`config.mk`:
```
export PLATFORM = sky130hd
export DESIGN_NAME = idle_gap_frame_receiver_flat
export DESIGN_NICKNAME = d
export VERILOG_FILES = /design/src/rtl/core/igfr_pkg.sv /design/src/rtl/core/igfr_if.sv /design/src/rtl/core/igfr_modstep.sv /design/src/rtl/core/igfr_store.sv /design/src/rtl/core/idle_gap_frame_receiver.sv /design/src/flat_wrapper.sv
export SDC_FILE = /design/constraint.sdc
export NUM_CORES = 1
export LEC_CHECK = 0
export CAP_MARGIN = 20
export CORE_ASPECT_RATIO = 0.5
export CORE_MARGIN = 8
export CORE_UTILIZATION = 55
export CTS_BUF_LIST = sky130_fd_sc_hd__clkbuf_8
export CTS_CLUSTER_DIAMETER = 60
export DETAILED_ROUTE_END_ITERATION = 7
export DONT_BUFFER_PORTS = 1
export GPL_ROUTABILITY_DRIVEN = 0
export GPL_TIMING_DRIVEN = 0
export PLACE_DENSITY = 0.73
export SYNTH_ARGS = -nofsm -noshare
export SYNTH_HDL_FRONTEND = slang
export SYNTH_SLANG_ARGS = --single-unit
```
`constraint.sdc`:
```
create_clock -name clk -period 3.6 [get_ports clk]
set_input_delay 0 -clock clk [delete_from_list [all_inputs] [get_ports clk]]
set_output_delay 0 -clock clk [all_outputs]
set_load 0.01 [all_outputs]
```
`src/rtl/core/igfr_pkg.sv`:
```
// igfr_pkg: shared constants, types and helpers of the idle gap frame receiver
// used by every file of the block; depends on nothing
package igfr_pkg;

	localparam int BUF_DEPTH = 64;
	localparam int ADDR_W    = 6;
	localparam int CAP_W     = 7;
	localparam int BYTE_W    = 8;
	localparam int STEP_W    = 3;
	localparam int SHIFT_W   = CAP_W + (1 << STEP_W) - 1;

	localparam logic [0:0] REG_IDLE_TICKS     = 1'b0;
	localparam logic [0:0] REG_FRAME_CAPACITY = 1'b1;

	localparam logic [BYTE_W-1:0] IDLE_TICKS_RST = 8'd10;
	localparam logic [CAP_W-1:0]  CAP_RST        = CAP_W'(BUF_DEPTH);

	typedef struct packed {
		logic              we;
		logic [ADDR_W-1:0] addr;
		logic [BYTE_W-1:0] data;
	} store_wr_t;

	typedef struct packed {
		logic              re;
		logic [ADDR_W-1:0] addr;
	} store_rd_t;

	function automatic logic [CAP_W-1:0] clamp_cap(input logic [CAP_W-1:0] v);
		logic [CAP_W-1:0] r;
		r = v;
		if (v == '0)
			r = CAP_W'(1);
		else if (v > CAP_W'(BUF_DEPTH))
			r = CAP_W'(BUF_DEPTH);
		return r;
	endfunction

endpackage

```
`src/rtl/core/igfr_if.sv`:
```
// igfr_in_if / igfr_out_if: valid-ready channels of the idle gap frame receiver
// depends on igfr_pkg
interface igfr_in_if;
	logic                       valid;
	logic                       ready;
	logic                       mode;
	logic [igfr_pkg::BYTE_W-1:0] rx_byte;

	modport source (output valid, output mode, output rx_byte, input ready);
	modport sink   (input valid, input mode, input rx_byte, output ready);
endinterface

interface igfr_out_if;
	logic                        valid;
	logic                        ready;
	logic [igfr_pkg::BYTE_W-1:0] data_byte;
	logic [igfr_pkg::ADDR_W-1:0] frame_length;
	logic                        last;
	logic                        empty_res;

	modport source (output valid, output data_byte, output frame_length, output last,
		output empty_res, input ready);
	modport sink   (input valid, input data_byte, input frame_length, input last,
		input empty_res, output ready);
endinterface

```
`src/rtl/core/igfr_modstep.sv`:
```
// igfr_modstep: shared compare-subtract unit, one restoring modulo step per cycle
// depends on igfr_pkg
module igfr_modstep (
	input  logic [igfr_pkg::CAP_W-1:0]  rem,
	input  logic [igfr_pkg::CAP_W-1:0]  divisor,
	input  logic [igfr_pkg::STEP_W-1:0] shift,
	output logic [igfr_pkg::CAP_W-1:0]  rem_next
);

	logic [igfr_pkg::SHIFT_W-1:0] div_sh;
	logic [igfr_pkg::SHIFT_W-1:0] rem_ext;
	logic                         ge;

	always_comb begin
		div_sh   = igfr_pkg::SHIFT_W'(divisor) << shift;
		rem_ext  = igfr_pkg::SHIFT_W'(rem);
		ge       = rem_ext >= div_sh;
		rem_next = ge ? (rem - div_sh[igfr_pkg::CAP_W-1:0]) : rem;
	end

endmodule

```
`src/rtl/core/igfr_store.sv`:
```
// igfr_store: frame byte memory, one write and one registered read port
// depends on igfr_pkg
module igfr_store (
	input  logic                        clk,
	input  igfr_pkg::store_wr_t         wr,
	input  igfr_pkg::store_rd_t         rd,
	output logic [igfr_pkg::BYTE_W-1:0] rd_data
);

	logic [igfr_pkg::BYTE_W-1:0] mem [igfr_pkg::BUF_DEPTH];

	always_ff @(posedge clk) begin
		if (wr.we)
			mem[wr.addr] <= wr.data;
	end

	always_ff @(posedge clk) begin
		if (rd.re)
			rd_data <= mem[rd.addr];
	end

endmodule

```
`src/rtl/core/idle_gap_frame_receiver.sv`:
```
// idle_gap_frame_receiver: top level, sequencer, timer, config registers, output register
// depends on igfr_pkg, igfr_if, igfr_modstep, igfr_store
//
// channel   dir   fields                                        request
// in_ch     in    mode, rx_byte                                 byte or timer tick
// out_ch    out   data_byte, frame_length, last, empty_res      one byte of a frame result
// cfg       in    cfg_we, cfg_index, cfg_data                   register write
//
// byte request: the byte is stored, then 7 steps of the shared compare-subtract unit
// for the fill position wrap
// tick without a ready frame: handled in the idle state alone; with a frame: per byte a memory
// read, then an output register load; an empty frame takes only the load; out_ch stalls delay it
// out_ch stalls hold the output register; in_ch is accepted only while the sequencer idles
// arst_n clears all control state; the frame memory is not cleared
module idle_gap_frame_receiver (
	input  logic                        clk,
	input  logic                        arst_n,
	igfr_in_if.sink                     in_ch,
	igfr_out_if.source                  out_ch,
	input  logic                        cfg_we,
	input  logic [0:0]                  cfg_index,
	input  logic [igfr_pkg::BYTE_W-1:0] cfg_data
);

	localparam logic [1:0] ST_IDLE = 2'd0;
	localparam logic [1:0] ST_MOD  = 2'd1;
	localparam logic [1:0] ST_READ = 2'd2;
	localparam logic [1:0] ST_LOAD = 2'd3;

	logic [1:0]                  state_q;
	logic [igfr_pkg::ADDR_W-1:0] fill_q;
	logic [igfr_pkg::BYTE_W-1:0] timer_q;
	logic                        ready_q;
	logic [igfr_pkg::BYTE_W-1:0] idle_ticks_q;
	logic [igfr_pkg::CAP_W-1:0]  cap_q;
	logic [igfr_pkg::CAP_W-1:0]  rem_q;
	logic [igfr_pkg::STEP_W-1:0] step_q;
	logic [igfr_pkg::ADDR_W-1:0] len_q;
	logic [igfr_pkg::ADDR_W-1:0] idx_q;
	logic                        empty_q;

	logic                        out_valid_q;
	logic [igfr_pkg::BYTE_W-1:0] out_data_q;
	logic [igfr_pkg::ADDR_W-1:0] out_len_q;
	logic                        out_last_q;
	logic                        out_empty_q;

	logic                        in_fire;
	logic                        out_free;
	logic                        load_fire;
	logic                        is_last;
	logic                        timer_set;
	logic [igfr_pkg::CAP_W-1:0]  rem_next;
	logic [igfr_pkg::BYTE_W-1:0] rd_data;
	igfr_pkg::store_wr_t         st_wr;
	igfr_pkg::store_rd_t         st_rd;

	assign in_ch.ready = (state_q == ST_IDLE);
	assign in_fire     = in_ch.valid && in_ch.ready;
	assign out_free    = !out_valid_q || out_ch.ready;
	assign load_fire   = (state_q == ST_LOAD) && out_free;
	assign is_last     = empty_q || (idx_q == (len_q - igfr_pkg::ADDR_W'(1)));
	assign timer_set   = (timer_q == 8'd1) || (timer_q == 8'd2);

	assign st_wr.we   = in_fire && !in_ch.mode;
	assign st_wr.addr = fill_q;
	assign st_wr.data = in_ch.rx_byte;
	assign st_rd.re   = (state_q == ST_READ);
	assign st_rd.addr = idx_q;

	igfr_store u_store (
		.clk     (clk),
		.wr      (st_wr),
		.rd      (st_rd),
		.rd_data (rd_data)
	);

	igfr_modstep u_modstep (
		.rem      (rem_q),
		.divisor  (cap_q),
		.shift    (step_q),
		.rem_next (rem_next)
	);

	assign out_ch.valid        = out_valid_q;
	assign out_ch.data_byte    = out_data_q;
	assign out_ch.frame_length = out_len_q;
	assign out_ch.last         = out_last_q;
	assign out_ch.empty_res    = out_empty_q;

	// config registers
	always_ff @(posedge clk or negedge arst_n) begin
		if (!arst_n) begin
			idle_ticks_q <= igfr_pkg::IDLE_TICKS_RST;
			cap_q        <= igfr_pkg::CAP_RST;
		end else if (cfg_we) begin
			case (cfg_index)
				igfr_pkg::REG_IDLE_TICKS:     idle_ticks_q <= cfg_data;
				igfr_pkg::REG_FRAME_CAPACITY:
					cap_q <= igfr_pkg::clamp_cap(cfg_data[igfr_pkg::CAP_W-1:0]);
				default: ;
			endcase
		end
	end

	// sequencer
	always_ff @(posedge clk or negedge arst_n) begin
		if (!arst_n) begin
			state_q <= ST_IDLE;
			fill_q  <= '0;
			timer_q <= '0;
			ready_q <= 1'b0;
			rem_q   <= '0;
			step_q  <= '0;
			len_q   <= '0;
			idx_q   <= '0;
			empty_q <= 1'b0;
		end else begin
			case (state_q)
				ST_IDLE: begin
					if (in_fire && !in_ch.mode) begin
						timer_q <= idle_ticks_q;
						rem_q   <= igfr_pkg::CAP_W'(fill_q) + igfr_pkg::CAP_W'(1);
						step_q  <= igfr_pkg::STEP_W'(igfr_pkg::CAP_W - 1);
						state_q <= ST_MOD;
					end else if (in_fire) begin
						ready_q <= timer_set;
						if (timer_set)
							timer_q <= '0;
						else if (timer_q > 8'd2)
							timer_q <= timer_q - 8'd1;
						if (ready_q) begin
							len_q   <= fill_q;
							fill_q  <= '0;
							idx_q   <= '0;
							empty_q <= (fill_q == '0);
							state_q <= (fill_q == '0) ? ST_LOAD : ST_READ;
						end
					end
				end
				ST_MOD: begin
					rem_q  <= rem_next;
					step_q <= step_q - igfr_pkg::STEP_W'(1);
					if (step_q == '0) begin
						fill_q  <= rem_next[igfr_pkg::ADDR_W-1:0];
						state_q <= ST_IDLE;
					end
				end
				ST_READ: state_q <= ST_LOAD;
				ST_LOAD: begin
					if (out_free) begin
						idx_q   <= idx_q + igfr_pkg::ADDR_W'(1);
						state_q <= is_last ? ST_IDLE : ST_READ;
					end
				end
				default: state_q <= ST_IDLE;
			endcase
		end
	end

	// output register
	always_ff @(posedge clk or negedge arst_n) begin
		if (!arst_n) begin
			out_valid_q <= 1'b0;
		end else if (load_fire) begin
			out_valid_q <= 1'b1;
		end else if (out_ch.ready) begin
			out_valid_q <= 1'b0;
		end
	end

	always_ff @(posedge clk) begin
		if (load_fire) begin
			out_data_q  <= empty_q ? '0 : rd_data;
			out_len_q   <= len_q;
			out_last_q  <= is_last;
			out_empty_q <= empty_q;
		end
	end

endmodule

```
`src/flat_wrapper.sv`:
```
// flat-port wrapper written by rule: the top's interface ports become plain ports
module idle_gap_frame_receiver_flat 
  (clk, arst_n, cfg_we, cfg_index, cfg_data, in_ch_valid, in_ch_mode, in_ch_rx_byte, in_ch_ready, out_ch_valid, out_ch_data_byte, out_ch_frame_length, out_ch_last, out_ch_empty_res, out_ch_ready);
  igfr_in_if in_ch_i ();
  igfr_out_if out_ch_i ();
  input  logic clk;
  input  logic arst_n;
  input  logic cfg_we;
  input  logic [0:0] cfg_index;
  input  logic [igfr_pkg::BYTE_W-1:0] cfg_data;
  input wire logic [$bits(in_ch_i.valid)-1:0] in_ch_valid;
  input wire logic [$bits(in_ch_i.mode)-1:0] in_ch_mode;
  input wire logic [$bits(in_ch_i.rx_byte)-1:0] in_ch_rx_byte;
  output wire logic [$bits(in_ch_i.ready)-1:0] in_ch_ready;
  output wire logic [$bits(out_ch_i.valid)-1:0] out_ch_valid;
  output wire logic [$bits(out_ch_i.data_byte)-1:0] out_ch_data_byte;
  output wire logic [$bits(out_ch_i.frame_length)-1:0] out_ch_frame_length;
  output wire logic [$bits(out_ch_i.last)-1:0] out_ch_last;
  output wire logic [$bits(out_ch_i.empty_res)-1:0] out_ch_empty_res;
  input wire logic [$bits(out_ch_i.ready)-1:0] out_ch_ready;
  assign in_ch_i.valid = in_ch_valid;
  assign in_ch_i.mode = in_ch_mode;
  assign in_ch_i.rx_byte = in_ch_rx_byte;
  assign in_ch_ready = in_ch_i.ready;
  assign out_ch_valid = out_ch_i.valid;
  assign out_ch_data_byte = out_ch_i.data_byte;
  assign out_ch_frame_length = out_ch_i.frame_length;
  assign out_ch_last = out_ch_i.last;
  assign out_ch_empty_res = out_ch_i.empty_res;
  assign out_ch_i.ready = out_ch_ready;
  idle_gap_frame_receiver u_core (.clk(clk), .arst_n(arst_n), .in_ch(in_ch_i), .out_ch(out_ch_i), .cfg_we(cfg_we), .cfg_index(cfg_index), .cfg_data(cfg_data));
endmodule
```
# Yosys cells after proc, flatten, opt, wreduce, memory -nomap -nowiden
# Memories as Yosys holds them, arrays and structs flattened. A register that Yosys moved wholly into a read port is not among the register bits.
# Index checks and enable logic that the tools add are counted.
dict set report op_classes {
  n_addsub 6
  n_lt_le_gt_ge 3
  n_eq_ne 15
  shifts 1
  n_mux 30
  bitwise_logic 2
  n_reduce_logical 27
}
# op count
set ops {}
lappend ops {{8-bit two-way mux} 4}
lappend ops {{6-bit two-way mux} 5}
lappend ops {{7-bit two-way mux} 4}
lappend ops {{6-bit case mux with 2 select lines} 2}
lappend ops {{7-bit by 14-bit >= comparator with 1-bit output} 1}
lappend ops {{7-bit case mux with 2 select lines} 1}
lappend ops {{7-bit by 3-bit << shifter with 14-bit output} 1}
lappend ops {{2-bit two-way mux} 6}
lappend ops {{2-bit inequality test, second input constant} 5}
lappend ops {{5-bit AND reduction} 2}
lappend ops {{3-bit AND reduction} 3}
lappend ops {{8-bit by 1-bit equality test with 1-bit output, second input constant} 1}
lappend ops {{8-bit by 2-bit equality test with 1-bit output, second input constant} 1}
lappend ops {{8-bit by 2-bit greater-than comparator with 1-bit output, second input constant} 1}
lappend ops {{2-bit case mux with 4 select lines} 1}
lappend ops {{4-bit AND reduction} 2}
lappend ops {{2-bit nonzero test} 4}
lappend ops {{8-bit by 1-bit subtractor with 8-bit output, second input constant} 1}
lappend ops {{6-bit by 1-bit adder with 7-bit output, second input constant} 1}
lappend ops {{7-bit greater-than comparator, second input constant} 1}
lappend ops {{7-bit logical NOT} 1}
lappend ops {{7-bit subtractor} 1}
lappend ops {{6-bit by 1-bit adder with 6-bit output, second input constant} 1}
lappend ops {{6-bit equality test} 1}
lappend ops {{18 further kinds} 33}
dict set report totals {
  regBits 72
  ramBits 512
  out_inout_bits 18
  wordCells 102
  mem_count 1
}
# memory depth width rd rd_ports_with_merged_regs write_ports line_no
set mem_list {}
lappend mem_list {u_core.u_store.mem 64 8 1 1 1 igfr_store.sv:10} ;# logic [igfr_pkg::BYTE_W-1:0] mem [igfr_pkg::BUF_DEPTH];

# Depth between registers and ports, before layout
dict set report logic_depth {
  ltp_word 6
  ltp_mapped 13
  depth_no_buf 11
}

# Hierarchy
# From an unflattened synthesis, not the netlist that was laid out.
dict set report hier_totals {
  hier_cells 1358
  area_unflattened_um2 24439.7
}
# module instances cells_each area_per_inst_um2 seq_area_each_um2
set by_module_without_submodules {}
lappend by_module_without_submodules {igfr_store 1 940 20246.9 15615.0}
lappend by_module_without_submodules {idle_gap_frame_receiver 1 338 3528.4 1885.6}
lappend by_module_without_submodules {igfr_modstep 1 80 664.4 0.0}

# Least setup slack after synthesis
# No wires, ideal clock.
dict set report synth_path {
  path_kind {register -> register}
  from {register u_core.step_q[1] (netlist bit)}
  to {register u_core.rem_q[6] (netlist bit)}
  t_arrival_ns 2.897
  required_time_ns 3.475
  setup_slack_ns 0.578
  path_stages_with_launch 13
  n_path_buf 2
  synth_period_minus_slack_ns 3.022
  path_cell_list {dfrtp_1 > buf_6 > clkbuf_1 > nor4b_1 > ha_1 > inv_1 > fa_1 > a211oi_1 > o21ai_0 > o211ai_1 > a221oi_4 > a21o_4 > mux2_4}
}
dict set report synth_between {
  elab_chain_cells 4
  elab_cells_between_ends 7
}
# element line_no
set synth_rtl {}
lappend synth_rtl {{start, declared} idle_gap_frame_receiver.sv:37} ;# logic [igfr_pkg::STEP_W-1:0] step_q;
lappend synth_rtl {{start signal, assigned} idle_gap_frame_receiver.sv:124} ;# step_q <= igfr_pkg::STEP_W'(igfr_pkg::CAP_W - 1);
lappend synth_rtl {{start signal, assigned} idle_gap_frame_receiver.sv:143} ;# step_q <= step_q - igfr_pkg::STEP_W'(1);
lappend synth_rtl {{7-bit by 3-bit << shifter with 14-bit output (*)} igfr_modstep.sv:15} ;# div_sh = igfr_pkg::SHIFT_W'(divisor) << shift;
lappend synth_rtl {{7-bit by 14-bit >= comparator with 1-bit output or 7-bit subtractor (tied branches)} {igfr_modstep.sv:17, igfr_modstep.sv:18}}
lappend synth_rtl {{2-bit inequality test (no source line) or 7-bit two-way mux (tied branches)} -}
lappend synth_rtl {{3-bit AND reduction (no source line) or 7-bit case mux with 2 select lines (tied branches)} -}
lappend synth_rtl {{end signal, assigned} idle_gap_frame_receiver.sv:123} ;# rem_q <= igfr_pkg::CAP_W'(fill_q) + igfr_pkg::CAP_W'(1);
lappend synth_rtl {{end signal, assigned} idle_gap_frame_receiver.sv:142} ;# rem_q <= rem_next;
lappend synth_rtl {{end, declared} idle_gap_frame_receiver.sv:36} ;# logic [igfr_pkg::CAP_W-1:0] rem_q;
# Every way passes the cells marked *; elsewhere a longest branch is shown, timed or not. The select of a mux whose other input is x is not followed.
# A chain may end at the register's enable or synchronous reset.

# Final worst setup path
dict set report layout_path {
  from {register u_core.state_q[1]}
  to {memory u_core.u_store.mem[56][2] (netlist bit), enable pin}
}
dict set report layout_between {
  elab_chain_cells 5
}
# element line_no
set layout_rtl {}
lappend layout_rtl {{start, declared} idle_gap_frame_receiver.sv:30} ;# logic [1:0] state_q;
lappend layout_rtl {{start signal, assigned} idle_gap_frame_receiver.sv:137} ;# state_q <= (fill_q == '0) ? ST_LOAD : ST_READ;
lappend layout_rtl {{start signal, assigned} idle_gap_frame_receiver.sv:153} ;# state_q <= is_last ? ST_IDLE : ST_READ;
lappend layout_rtl {{2-bit logical NOT} idle_gap_frame_receiver.sv:58} ;# assign in_ch.ready = (state_q == ST_IDLE);
lappend layout_rtl {{1-bit logical AND} idle_gap_frame_receiver.sv:59} ;# assign in_fire = in_ch.valid && in_ch.ready;
lappend layout_rtl {{1-bit logical AND} idle_gap_frame_receiver.sv:65} ;# assign st_wr.we = in_fire && !in_ch.mode;
lappend layout_rtl {{1-bit two-way mux} igfr_store.sv:13} ;# if (wr.we)
lappend layout_rtl {{1-bit two-way mux (implied by the code)} igfr_store.sv:14} ;# mem[wr.addr] <= wr.data;
lappend layout_rtl {{end, declared} igfr_store.sv:10}
# No other way between the ends.

==> impl_metrics.toml <==
[routing]
viasPerCell = 6.38
postRouteWirelength_um = 57700
vias = 13340
ant_nets = 0
routedWlPerCell_um = 27.6
drt_iter0_drc = 1798
drc = 0
dr.pass1.iters = 6

[synthesis]
syn_avg_cell_area_um2 = 18.2
synth_top_area_share = 0.670
synth.largest_area_cell = "edfxtp_1"
synth_cell_types = 67
synth-seq-area-share = 0.729
syn_area_mm2 = 0.0240
async_flop_share = 0.0946
ys.flop_type = "edfxtp_1"
synth_edf_count = 536
syn_nets = 1357
ys.warnings.count = 0
synth_area_leaders = "edfxtp_1 67%, mux4_2 12%, dfrtp_1 5.5%"
synthCells = 1317
ys_seq_elements = 592

[cts]
clk_path_buf_depth = 3
cts_tree = "done"
htreeDepth = 3
cts.clk_slew.worst_paths_ns = 0.06
cts_root_buffer = "clkbuf_8"
cts_buffers = 81
clock_latency_ns = 0.65
clock_sinks = 592

[worst_setup_path]
crit_end = "u_core.u_store.mem[56][2]"
r2r_cells = 6
critPathKind = "reg -> reg"
regToRegSetupSlack_ns = -0.09
r2r_end = "u_core.u_store.mem[56][2]"
cp_slowest_cell = "nor2_1"
critPathMaxStageDelay_ns = 0.86
critPathLaunch = "u_core.state_q[1]"
cp-end-kind = "flop"
crit_fanout = 10
cp-start-kind = "flop"
cp_data_arrival_time_ns = 3.95
required_ns = 3.86
path_cells = "nor3b_1, nor2b_1, buf_2, clkbuf_1, nand3_1, nor2_1"
reg2reg_from = "u_core.state_q[1]"

[min_path]
hold_path_class = "in -> reg"

[timing]
rsz0062_at_grt = "true"
post-route-period-util = 1.03
postLayoutSetupSlackWorst_ns = -0.0922
fin_setup_tns_ns = -1.56
setup_viol = 32
min_period_ns = 3.69
drv_slew = 0
max_clock_freq_mhz = 271
worst_pin_slew_ns = 1.17
slew_headroom = 0.221
finClkSkew_ns = 0.0464
finalHoldViolCount = 0

[layout]
drive_above_1_share = 0.203
layout_commonest_cell = "edfxtp_1"
nFillCells = 2933
final_area_mm2 = 0.0268
syn2layout_area_growth_pct = 11.5
final_cell_mix = "536 x edfxtp_1, 128 x mux4_2, 84 x clkbuf_8, 73 x nor2_1, 67 x nand2_1"
finish.net_count = 1481

[floorplan]
io_pins = 41
rows = 54
die-area_mm2 = 0.0510
die_y_um = 164
start_util = 0.554
fp.dieW_um = 311
fp.coreArea_mm2 = 0.0433

[placement]
io_buffers = 0
dpl_worst_slack_ns = -0.0362
place_hpwl_um = 37800
place_area_mm2 = 0.0247

[pwr]
powerDensity_mw_per_mm2 = 707
vdd_ir_drop_max_mv = 0.457
p_leak_nw = 8.69
finalPower_mw = 18.9

[grt]
grt_start_max_net_pins = 65
grt.overflow.total = 0
grt_pass1_wl_um = 85400
antenna_found_initial = 0
grt_pass1_vias = 13478
track_usage = 0.226

[job]
max_cap_viol_count = 0

[run_status]
violations = "negative setup slack"
status = "finished with violations"
-- metrics by stage --
stage / cells / hold WS, ns / util
global placement: 1905 / -0.291 / 0.571
floorplan: 1317 / -0.296 / -
finish: 2090 / 0.0654 / 0.618
detailed placement: 1905 / -0.291 / 0.571
CTS: 2086 / 0.0248 / 0.617
global route: 2089 / 0.0400 / 0.618
-- worst min path at each step --
| stage | from | end | slack, ns | depth (start not counted) |
|---|---|---|---|---|
| floorplan | arst_n | u_core.cap_q[0] | -0.30 | 0 |
| global placement | arst_n | u_core.rem_q[6] | -0.29 | 0 |
| detailed placement | arst_n | u_core.rem_q[6] | -0.29 | 0 |
| CTS | cfg_data[7] | u_core.idle_ticks_q[7] | 0.02 | 2 |
| global route | cfg_data[7] | u_core.idle_ticks_q[7] | 0.04 | 2 |
| finish | cfg_data[7] | u_core.idle_ticks_q[7] | 0.07 | 2 |
-- flip-flops by register name (all words and copies together) (netlist names), 2 cells and up --
name	flops
u_core.idx_q	6
u_core.rem_q	7
u_core.idle_ticks_q	8
u_core.cap_q	7
u_core.step_q	3
u_core.u_store.rd_data	8
u_core.u_store.mem	512
u_core.timer_q	8
u_core.fill_q	6
u_core.out_ch.data_byte	8
u_core.len_q	6
u_core.state_q	2
u_core.out_ch.frame_length	6
-- cell usage after synthesis (all sizes together), types with 20 or more instances --
cell    instances
nand3          31
edfxtp        536
nand2          68
clkbuf         44
a22oi          28
nor2           87
buf            28
mux4          128
dfrtp          53
nor2b          23
o21ai          42
nand2b         20
mux2i          24
-- power by group --
group	total (mW)	internal, mW	switching, mW
Clock	4.58	2.16	2.42
Sequential	8.20	7.89	0.305
Combinational	6.14	2.53	3.61
Total	18.9	12.6	6.33
-- worst max-delay path, delay by kind of cell (launching register included) --
family / cells / cell delay (ns)
flops: 1 / 0.47
buf+inv: 2 / 0.64
simple gates: 4 / 2.20
-- cells by family (layout without fill, tap and decap cells) --
group / after synthesis / after routing / share of synthesized area
XOR/XNOR: 15 / 15 / 0.00547
adder cells (fa/ha/maj): 17 / 17 / 0.00917
flip-flops: 592 / 592 / 0.729
other: 0 / 1 / 0
buffers and inverters: 87 / 271 / 0.0157
AO/OA/AOI/OAI: 160 / 160 / 0.0487
multiplexers: 163 / 163 / 0.136
AND/OR/NAND/NOR: 283 / 283 / 0.0566
-- layout make-up --
type	instances	area (um^2)	share of cell area
multi-input cells	638	6170	0.231
diodes	1	2.50	0.0000935
inverters	15	56.3	0.00210
flip-flops and latches	592	17500	0.654
clock inverters	59	241	0.00902
well taps	588	736	0.0275
plain buffers	72	320	0.0120
repair buffers	41	578	0.0216
clock buffers	84	1160	0.0432
-- metal layers --
layer,vias to the layer above,GRT usage,share of wire
li1,5556,-,-
met2,796,0.360,0.47
met1,6884,0.307,0.39
met5,-,0.0113,0.0014
met4,2,0.0535,0.020
met3,102,0.0682,0.12
-- timing repair --
item	4_1_cts	5_1_grt
hold buffers	38	0
pin swaps	0	1
resized for setup	1	14
setup endpoints to repair	8	143
hold endpoints to repair	600	0
buffers inserted	0	3
Power figures use the tool's default switching activity.
